[src/rtl/cobf_pkg.sv]
// Package for the cascaded one-pole band filter.
// Holds the widths, payload types, register indexes, unit opcodes and the saturation helper.
// No dependencies; every other file depends on it.
`default_nettype none

package cobf_pkg;

  localparam int unsigned STAGES      = 3;
  localparam int unsigned SAMPLE_BITS = 24;
  localparam int unsigned COEF_BITS   = 18;

  localparam int unsigned STG_W  = (STAGES > 1) ? $clog2(STAGES) : 1;
  localparam int unsigned DIFF_W = SAMPLE_BITS + 1;
  localparam int unsigned PROD_W = COEF_BITS + 1 + DIFF_W;
  localparam int unsigned RND_W  = PROD_W - COEF_BITS;
  localparam int unsigned SUM_W  = SAMPLE_BITS + 3;

  localparam int unsigned CFG_ADDR_W = 3;
  localparam int unsigned CFG_DATA_W = COEF_BITS;

  typedef logic signed [SAMPLE_BITS-1:0] sample_t;
  typedef logic        [COEF_BITS-1:0]   coef_t;
  typedef logic        [CFG_ADDR_W-1:0]  cfg_addr_t;
  typedef logic        [CFG_DATA_W-1:0]  cfg_data_t;

  localparam cfg_addr_t REG_LOW_ENABLE   = CFG_ADDR_W'(0);
  localparam cfg_addr_t REG_HIGH_ENABLE  = CFG_ADDR_W'(1);
  localparam cfg_addr_t REG_SINGLE_STAGE = CFG_ADDR_W'(2);
  localparam cfg_addr_t REG_LOW_COEFF    = CFG_ADDR_W'(3);
  localparam cfg_addr_t REG_HIGH_COEFF   = CFG_ADDR_W'(4);

  localparam coef_t LOW_COEFF_RST  = COEF_BITS'(170977);
  localparam coef_t HIGH_COEFF_RST = COEF_BITS'(258435);

  typedef struct packed {
    logic  low_enable;
    logic  high_enable;
    logic  single_stage;
    coef_t low_coeff;
    coef_t high_coeff;
  } cfg_t;

  typedef enum logic [1:0] {
    OP_NONE,
    OP_MUL,
    OP_ADD,
    OP_SUB
  } op_e;

  typedef struct packed {
    op_e     op;
    sample_t x;
    sample_t z;
    coef_t   coeff;
  } unit_req_t;

  function automatic sample_t sat_sum(input logic signed [SUM_W-1:0] v);
    logic [SUM_W-SAMPLE_BITS:0] top;
    top = v[SUM_W-1:SAMPLE_BITS-1];
    if ((&top) || !(|top)) begin
      return v[SAMPLE_BITS-1:0];
    end else if (v[SUM_W-1]) begin
      return {1'b1, {(SAMPLE_BITS-1){1'b0}}};
    end else begin
      return {1'b0, {(SAMPLE_BITS-1){1'b1}}};
    end
  endfunction

endpackage

`default_nettype wire

[src/rtl/cobf_if.sv]
// Handshake interfaces for the cascaded one-pole band filter: sample in, sample out and
// configuration write channels.
// Depends on cobf_pkg.
`default_nettype none

interface cobf_in_if;
  logic              valid;
  logic              ready;
  cobf_pkg::sample_t sample_in;
  modport source (output valid, output sample_in, input ready);
  modport sink (input valid, input sample_in, output ready);
endinterface

interface cobf_out_if;
  logic              valid;
  logic              ready;
  cobf_pkg::sample_t sample_out;
  modport source (output valid, output sample_out, input ready);
  modport sink (input valid, input sample_out, output ready);
endinterface

interface cobf_cfg_if;
  logic                valid;
  logic                ready;
  cobf_pkg::cfg_addr_t addr;
  cobf_pkg::cfg_data_t data;
  modport source (output valid, output addr, output data, input ready);
  modport sink (input valid, input addr, input data, output ready);
endinterface

`default_nettype wire

[src/rtl/cascaded_one_pole_band_filter.sv]
// Top level of the cascaded one-pole band filter.
// Depends on cobf_pkg, the interfaces, cobf_regs, cobf_unit and cobf_ctrl.
//
// Samples enter on in_i and filtered samples leave on out_o, one per transaction, in order.
// Registers are written on cfg_i, which is always ready; indexes 0 to 4 select low enable,
// high enable, single stage, low pole and high pole, and other indexes are ignored.
// Write them only while no sample is in flight.
// One arithmetic unit, with its multiplier, adders and subtractors, is shared by all stages.
// A low-pass stage steps through multiply and rounded add, and a high-pass stage through
// multiply, add and difference. Each section has three stages, or one with single stage set;
// with both sections disabled the sample passes unchanged.
// in_i is not ready while a sample is being worked on; it becomes ready again once the
// previous result is loaded into the output register, even while out_o is stalled.
// A stalled receiver holds the result in the output register and, once the next sample is
// finished, stops the block until that register is free.
// Reset clears all stage memories and restores the default registers.
`default_nettype none

module cascaded_one_pole_band_filter (
  input  wire logic  clk_i,
  input  wire logic  rst_ni,
  cobf_in_if.sink    in_i,
  cobf_out_if.source out_o,
  cobf_cfg_if.sink   cfg_i
);
  import cobf_pkg::*;

  cfg_t      cfg;
  unit_req_t req;
  sample_t   res;

  cobf_regs u_regs (
    .clk_i  (clk_i),
    .rst_ni (rst_ni),
    .cfg_i  (cfg_i),
    .cfg_o  (cfg)
  );

  cobf_unit u_unit (
    .clk_i (clk_i),
    .req_i (req),
    .res_o (res)
  );

  cobf_ctrl u_ctrl (
    .clk_i  (clk_i),
    .rst_ni (rst_ni),
    .cfg_i  (cfg),
    .in_i   (in_i),
    .out_o  (out_o),
    .req_o  (req),
    .res_i  (res)
  );

endmodule

`default_nettype wire

[src/rtl/cobf_regs.sv]
// Configuration register file of the cascaded one-pole band filter.
// Depends on cobf_pkg and cobf_cfg_if.
`default_nettype none

module cobf_regs (
  input  wire logic      clk_i,
  input  wire logic      rst_ni,
  cobf_cfg_if.sink       cfg_i,
  output cobf_pkg::cfg_t cfg_o
);
  import cobf_pkg::*;

  cfg_t cfg_q, cfg_d;

  assign cfg_i.ready = 1'b1;
  assign cfg_o       = cfg_q;

  always_comb begin
    cfg_d = cfg_q;
    if (cfg_i.valid) begin
      unique case (cfg_i.addr)
        REG_LOW_ENABLE:   cfg_d.low_enable   = cfg_i.data[0];
        REG_HIGH_ENABLE:  cfg_d.high_enable  = cfg_i.data[0];
        REG_SINGLE_STAGE: cfg_d.single_stage = cfg_i.data[0];
        REG_LOW_COEFF:    cfg_d.low_coeff    = cfg_i.data[COEF_BITS-1:0];
        REG_HIGH_COEFF:   cfg_d.high_coeff   = cfg_i.data[COEF_BITS-1:0];
        default:          cfg_d = cfg_q;
      endcase
    end
  end

  always_ff @(posedge clk_i or negedge rst_ni) begin
    if (!rst_ni) begin
      cfg_q.low_enable   <= 1'b1;
      cfg_q.high_enable  <= 1'b1;
      cfg_q.single_stage <= 1'b0;
      cfg_q.low_coeff    <= LOW_COEFF_RST;
      cfg_q.high_coeff   <= HIGH_COEFF_RST;
    end else begin
      cfg_q <= cfg_d;
    end
  end

endmodule

`default_nettype wire

[src/rtl/cobf_unit.sv]
// Shared arithmetic unit: pole multiply into a product register, rounded accumulate with
// saturation, and saturating subtract. Depends on cobf_pkg.
`default_nettype none

module cobf_unit (
  input  wire logic           clk_i,
  input  cobf_pkg::unit_req_t req_i,
  output cobf_pkg::sample_t   res_o
);
  import cobf_pkg::*;

  logic signed [COEF_BITS:0]   coef_s;
  logic signed [DIFF_W-1:0]    diff;
  logic signed [PROD_W-1:0]    prod_q;
  logic signed [PROD_W-1:0]    rnd;
  logic signed [RND_W-1:0]     r;
  logic signed [SUM_W-1:0]     sum;
  logic signed [SUM_W-1:0]     dif;

  assign coef_s = signed'({1'b0, req_i.coeff});
  assign diff   = DIFF_W'(req_i.z) - DIFF_W'(req_i.x);

  always_ff @(posedge clk_i) begin
    if (req_i.op == OP_MUL) begin
      prod_q <= coef_s * diff;
    end
  end

  assign rnd = prod_q + PROD_W'(signed'({1'b0, 1'b1, {(COEF_BITS-1){1'b0}}}));
  assign r   = rnd[PROD_W-1:COEF_BITS];
  assign sum = SUM_W'(req_i.x) + SUM_W'(r);
  assign dif = SUM_W'(req_i.x) - SUM_W'(req_i.z);

  always_comb begin
    case (req_i.op)
      OP_ADD:  res_o = sat_sum(sum);
      OP_SUB:  res_o = sat_sum(dif);
      default: res_o = req_i.x;
    endcase
  end

endmodule

`default_nettype wire

[src/rtl/cobf_ctrl.sv]
// Sequencer of the cascaded one-pole band filter: stage memories, working sample, output
// register and the schedule of shared-unit operations. Depends on cobf_pkg and the interfaces.
`default_nettype none

module cobf_ctrl (
  input  wire logic           clk_i,
  input  wire logic           rst_ni,
  input  cobf_pkg::cfg_t      cfg_i,
  cobf_in_if.sink             in_i,
  cobf_out_if.source          out_o,
  output cobf_pkg::unit_req_t req_o,
  input  cobf_pkg::sample_t   res_i
);
  import cobf_pkg::*;

  typedef enum logic [4:0] {
    ST_IDLE = 5'b00001,
    ST_MUL  = 5'b00010,
    ST_ADD  = 5'b00100,
    ST_HSUB = 5'b01000,
    ST_DONE = 5'b10000
  } state_e;

  state_e           state_q, state_d;
  logic [STG_W-1:0] idx_q, idx_d;
  logic             high_q, high_d;
  sample_t          x_q, x_d;
  sample_t          zn_q, zn_d;
  sample_t          out_q, out_d;
  logic             out_valid_q, out_valid_d;
  sample_t          lo_mem_q [STAGES];
  sample_t          hi_mem_q [STAGES];
  sample_t          mem_rd;
  logic             advance;
  logic             mem_wr;
  logic [STG_W-1:0] last_idx;

  assign last_idx = cfg_i.single_stage ? STG_W'(0) : STG_W'(STAGES - 1);
  assign mem_rd   = high_q ? hi_mem_q[idx_q] : lo_mem_q[idx_q];

  assign in_i.ready       = (state_q == ST_IDLE);
  assign out_o.valid      = out_valid_q;
  assign out_o.sample_out = out_q;

  always_comb begin
    req_o.x     = x_q;
    req_o.z     = mem_rd;
    req_o.coeff = high_q ? cfg_i.high_coeff : cfg_i.low_coeff;
    req_o.op    = OP_NONE;
    unique case (state_q)
      ST_MUL:  req_o.op = OP_MUL;
      ST_ADD:  req_o.op = OP_ADD;
      ST_HSUB: begin
        req_o.op = OP_SUB;
        req_o.z  = zn_q;
      end
      default: req_o.op = OP_NONE;
    endcase
  end

  assign mem_wr  = (state_q == ST_ADD);
  assign advance = ((state_q == ST_ADD) && !high_q) || (state_q == ST_HSUB);

  always_comb begin
    state_d     = state_q;
    idx_d       = idx_q;
    high_d      = high_q;
    x_d         = x_q;
    zn_d        = zn_q;
    out_d       = out_q;
    out_valid_d = out_valid_q && !out_o.ready;

    unique case (state_q)
      ST_IDLE: begin
        if (in_i.valid) begin
          x_d     = in_i.sample_in;
          idx_d   = '0;
          high_d  = cfg_i.high_enable;
          state_d = (cfg_i.low_enable || cfg_i.high_enable) ? ST_MUL : ST_DONE;
        end
      end
      ST_MUL:  state_d = ST_ADD;
      ST_ADD: begin
        if (high_q) begin
          zn_d    = res_i;
          state_d = ST_HSUB;
        end else begin
          x_d = res_i;
        end
      end
      ST_HSUB: x_d = res_i;
      ST_DONE: begin
        if (!out_valid_q || out_o.ready) begin
          out_d       = x_q;
          out_valid_d = 1'b1;
          state_d     = ST_IDLE;
        end
      end
      default: state_d = ST_IDLE;
    endcase

    if (advance) begin
      if (high_q && cfg_i.low_enable) begin
        high_d  = 1'b0;
        state_d = ST_MUL;
      end else if (idx_q == last_idx) begin
        state_d = ST_DONE;
      end else begin
        idx_d   = idx_q + STG_W'(1);
        high_d  = cfg_i.high_enable;
        state_d = ST_MUL;
      end
    end
  end

  always_ff @(posedge clk_i or negedge rst_ni) begin
    if (!rst_ni) begin
      state_q     <= ST_IDLE;
      idx_q       <= '0;
      high_q      <= 1'b0;
      out_valid_q <= 1'b0;
    end else begin
      state_q     <= state_d;
      idx_q       <= idx_d;
      high_q      <= high_d;
      out_valid_q <= out_valid_d;
    end
  end

  always_ff @(posedge clk_i) begin
    x_q   <= x_d;
    zn_q  <= zn_d;
    out_q <= out_d;
  end

  always_ff @(posedge clk_i or negedge rst_ni) begin
    if (!rst_ni) begin
      for (int k = 0; k < STAGES; k++) begin
        lo_mem_q[k] <= '0;
        hi_mem_q[k] <= '0;
      end
    end else if (mem_wr) begin
      if (high_q) begin
        hi_mem_q[idx_q] <= res_i;
      end else begin
        lo_mem_q[idx_q] <= res_i;
      end
    end
  end

endmodule

`default_nettype wire

[src/flat_wrapper.sv]
// flat-port wrapper written by rule: the top's interface ports become plain ports
module cascaded_one_pole_band_filter_flat import cobf_pkg::*;
  (clk_i, rst_ni, in_i_valid, in_i_sample_in, in_i_ready, out_o_valid, out_o_sample_out, out_o_ready, cfg_i_valid, cfg_i_addr, cfg_i_data, cfg_i_ready);
  cobf_in_if in_i_i ();
  cobf_out_if out_o_i ();
  cobf_cfg_if cfg_i_i ();
  input  wire logic clk_i;
  input  wire logic rst_ni;
  input wire logic [$bits(in_i_i.valid)-1:0] in_i_valid;
  input wire logic [$bits(in_i_i.sample_in)-1:0] in_i_sample_in;
  output wire logic [$bits(in_i_i.ready)-1:0] in_i_ready;
  output wire logic [$bits(out_o_i.valid)-1:0] out_o_valid;
  output wire logic [$bits(out_o_i.sample_out)-1:0] out_o_sample_out;
  input wire logic [$bits(out_o_i.ready)-1:0] out_o_ready;
  input wire logic [$bits(cfg_i_i.valid)-1:0] cfg_i_valid;
  input wire logic [$bits(cfg_i_i.addr)-1:0] cfg_i_addr;
  input wire logic [$bits(cfg_i_i.data)-1:0] cfg_i_data;
  output wire logic [$bits(cfg_i_i.ready)-1:0] cfg_i_ready;
  assign in_i_i.valid = in_i_valid;
  assign in_i_i.sample_in = in_i_sample_in;
  assign in_i_ready = in_i_i.ready;
  assign out_o_valid = out_o_i.valid;
  assign out_o_sample_out = out_o_i.sample_out;
  assign out_o_i.ready = out_o_ready;
  assign cfg_i_i.valid = cfg_i_valid;
  assign cfg_i_i.addr = cfg_i_addr;
  assign cfg_i_i.data = cfg_i_data;
  assign cfg_i_ready = cfg_i_i.ready;
  cascaded_one_pole_band_filter u_core (.clk_i(clk_i), .rst_ni(rst_ni), .in_i(in_i_i), .out_o(out_o_i), .cfg_i(cfg_i_i));
endmodule
[config.mk]
export PLATFORM = sky130hd
export DESIGN_NAME = cascaded_one_pole_band_filter_flat
export DESIGN_NICKNAME = d
export VERILOG_FILES = /design/src/rtl/cobf_pkg.sv /design/src/rtl/cobf_if.sv /design/src/rtl/cascaded_one_pole_band_filter.sv /design/src/rtl/cobf_regs.sv /design/src/rtl/cobf_unit.sv /design/src/rtl/cobf_ctrl.sv /design/src/flat_wrapper.sv
export SDC_FILE = /design/constraint.sdc
export NUM_CORES = 2
export LEC_CHECK = 0
export BUFFER_PORTS_ARGS = -buffer_cell sky130_fd_sc_hd__clkbuf_2
export CAP_MARGIN = 20
export CORE_ASPECT_RATIO = 0.75
export CORE_UTILIZATION = 50
export DETAILED_ROUTE_END_ITERATION = 16
export PLACE_DENSITY = 0.77
export RECOVER_POWER = 100
export SETUP_SLACK_MARGIN = 0.2
export SYNTH_ARGS = -nofsm -noshare
export SYNTH_HDL_FRONTEND = slang
export SYNTH_SLANG_ARGS = --single-unit
[constraint.sdc]
create_clock -name clk_i -period 9.6 [get_ports clk_i]
set_input_delay 0.48 -clock clk_i [delete_from_list [all_inputs] [get_ports clk_i]]
set_output_delay 0.48 -clock clk_i [all_outputs]
set_load 0.01 [all_outputs]
==> results.ini <==
[status]
outcome=complete, but fails checks
violations=max-capacitance violations, max-slew violations

[synth]
synthCells=3519
syn_area_per_cell_um2=9.38
synth_edf_count=99
synth_top_area_share_pct=27.1
ys_warn_count=0
syn_nets=4204
synth.most_common_cell=inv_1
synth_flop_cell=dfrtp_1
mappedNetlistArea_um2=33000
yosysTopAreaCell=fa_1
synth_cell_types=83
ys_ff_latch=291
async_reset_ff_share_pct=66.0
synthTopCellsByCount=inv_1, nand2_1, fa_1
synthTopCellsByArea=fa_1, dfrtp_1, edfxtp_1
yosysSeqAreaShare_pct=23.6

[place]
dp_hpwl_um=74200
dpl_cell_area_um2=35500
io_buffer_count=75
gp_congestion=0.988

[drt]
wl_per_cell_um=20.2
wl_met1_um=39800
routed_via_density=5.67
top_layer=met4
met2_length_um=40200
vias=26200
dr.pass1.iters=5
routed_wl_um=93400
wl_met3_um=11000
dr.first_iter.drc_count=2621
drc=0
ant_nets=0

[critical_path]
cp.arrival_ns=9.71
cp_max_fo=4
end_kind=flip-flop
required_ns=9.93
start_kind=flip-flop
max_stage_delay_ns=0.54
critPathKind=reg2reg
slowest_stage=mux4_2

[floorplanning]
io_pins=77
die_area_um2=67100
fp-row-count=81
core_um2=65300
dieWidth_um=299
start_util_pct=50.6
die_h_um=225

[grt]
grt_pass1_vias=26300
grt_util_all_layers_pct=28.2
grt-ovfl-total=0
grt_pass1_wl_um=147000
grt_antenna_before_repair=0
grt_max_degree=83

[clocking]
cts_tree=yes
clkLatencyLatePin_ns=0.60
cts_buffers=31
clk_pin_slew_ns=0.06
root_buffer=clkbuf_16
cts_buffer_depth=3
clock_sinks=291
cts_max_level=1

[sta]
rsz0062_at_grt=yes
finalCriticalPeriod_ns=9.38
skew_ns=0.0261
tightest_slew_ns=3.91
post-route-period-util_pct=97.7
hold_viol=0
finalSetupViolCount=0
drv_slew=236
worst_slew_margin_rel_pct=-161
fmax_ghz=0.107

[worst_hold_path]
hold_class=in2reg

[layout]
drive_above_1_share_pct=16.4
syn_to_final_growth_pct=13.6
nets=4399
fin_area_um2=37500

[run]
max-cap-violations=6

kinds of logic after synthesis:
group,after synthesis,synth area share [%]
flip-flops,291,23.6
AND/OR/NAND/NOR,970,12.4
AO/OA/AOI/OAI,561,11.5
XOR/XNOR,141,3.80
multiplexers,136,5.32
other,1,0.0114
adder cells (fa/ha/maj),635,34.2
buffers and inverters,784,9.11
final timing paths:
kind / start / to / slack (ns) / cells past startpoint
max: u_core.u_ctrl.idx_q[1] / u_core.u_unit.prod_q[43] / 0.22 / 36
min: in_i_valid / u_core.u_ctrl.state_q[0] / 0.08 / 2
max reg2reg: u_core.u_ctrl.idx_q[1] / u_core.u_unit.prod_q[43] / 0.22 / 36
min reg2reg: u_core.u_ctrl.hi_mem_q[14] / u_core.u_ctrl.hi_mem_q[14] / 0.48 / 2
max in group asynchronous: rst_ni / u_core.u_ctrl.hi_mem_q[70] / 1.96 / 5
min in group asynchronous: rst_ni / u_core.u_ctrl.hi_mem_q[51] / 1.78 / 2
metal layers:
layer	up-vias	global-route usage (%)
met4	0	6.45
met3	174	7.86
met5	-	0
li1	11700	-
met1	13100	41.0
met2	1264	41.7
metrics by stage:
stage	utilization (%)	TNS [ns]	std cells	setup slack, ns	hold WS (ns)
after global routing	57.5	-0.0887	4610	-0.0887	0.0646
final	57.5	0	4612	0.218	0.0793
after detailed placement	54.4	-3.31	4510	-0.449	0.469
after CTS	56.5	0	4580	0.201	0.0397
after global placement	54.4	-0.942	4509	-0.256	0.458
after floorplan	-	0	3519	0.206	0.184
sequential cells by signal (all words and copies together) (netlist names):
register,flops
u_core.u_ctrl.hi_mem_q,72
u_core.u_ctrl.lo_mem_q,72
u_core.u_ctrl.x_q,24
u_core.u_regs.cfg_o,39
u_core.u_ctrl.zn_q,24
u_core.u_ctrl.state_q,5
u_core.u_ctrl.out_o.sample_out,24
u_core.u_ctrl.out_o.valid,1
u_core.u_ctrl.high_q,1
u_core.u_unit.prod_q,27
u_core.u_ctrl.idx_q,2
layout make-up:
type	count	area, um2
Tap cell	871	1090
Clock buffer	42	888
Sequential cell	291	7810
Antenna cell	2	5.00
Multi-Input combinational cell	2444	22900
Fill cell	5562	27700
Inverter	642	2410
Clock inverter	16	173
Timing Repair Buffer	304	2190
cells in the final DEF (no fill, tap or decap), types with 28 or more instances in the layout:
cell,count
buf_4,194
mux2_2,73
o21ai_0,65
o21ai_1,136
clkbuf_2,48
nor2_1,251
nand3_1,46
xor2_1,45
dfrtp_1,167
a21oi_1,104
clkbuf_1,44
xnor2_1,82
edfxtp_1,99
and2_1,28
inv_1,630
a21o_1,52
o211ai_1,46
ha_1,174
nand2_1,495
mux2i_1,33
clkbuf_16,32
fa_1,429
worst max-delay path, delay by kind of cell, from the launching register on:
family / cells / cell delay (ns)
adders and majority gates: 9 / 3.80
muxes: 1 / 0.54
AOI/OAI and AO/OA: 19 / 3.57
buffers and inverters: 3 / 0.14
xor gates and xnor gates: 2 / 0.40
and+or+nand+nor: 2 / 0.20
DFF: 1 / 0.44
timing repair:
item,4_1_cts,5_1_grt
pin swaps,20,56
resized for setup,49,113
hold buffers,1,0
endpoints found under the hold margin,46,0
setup endpoints to repair,21,20
buffers inserted,11,29
Power is not shown: default switching activity piles up to over one toggle a cycle in this logic, so the estimate is an artifact.
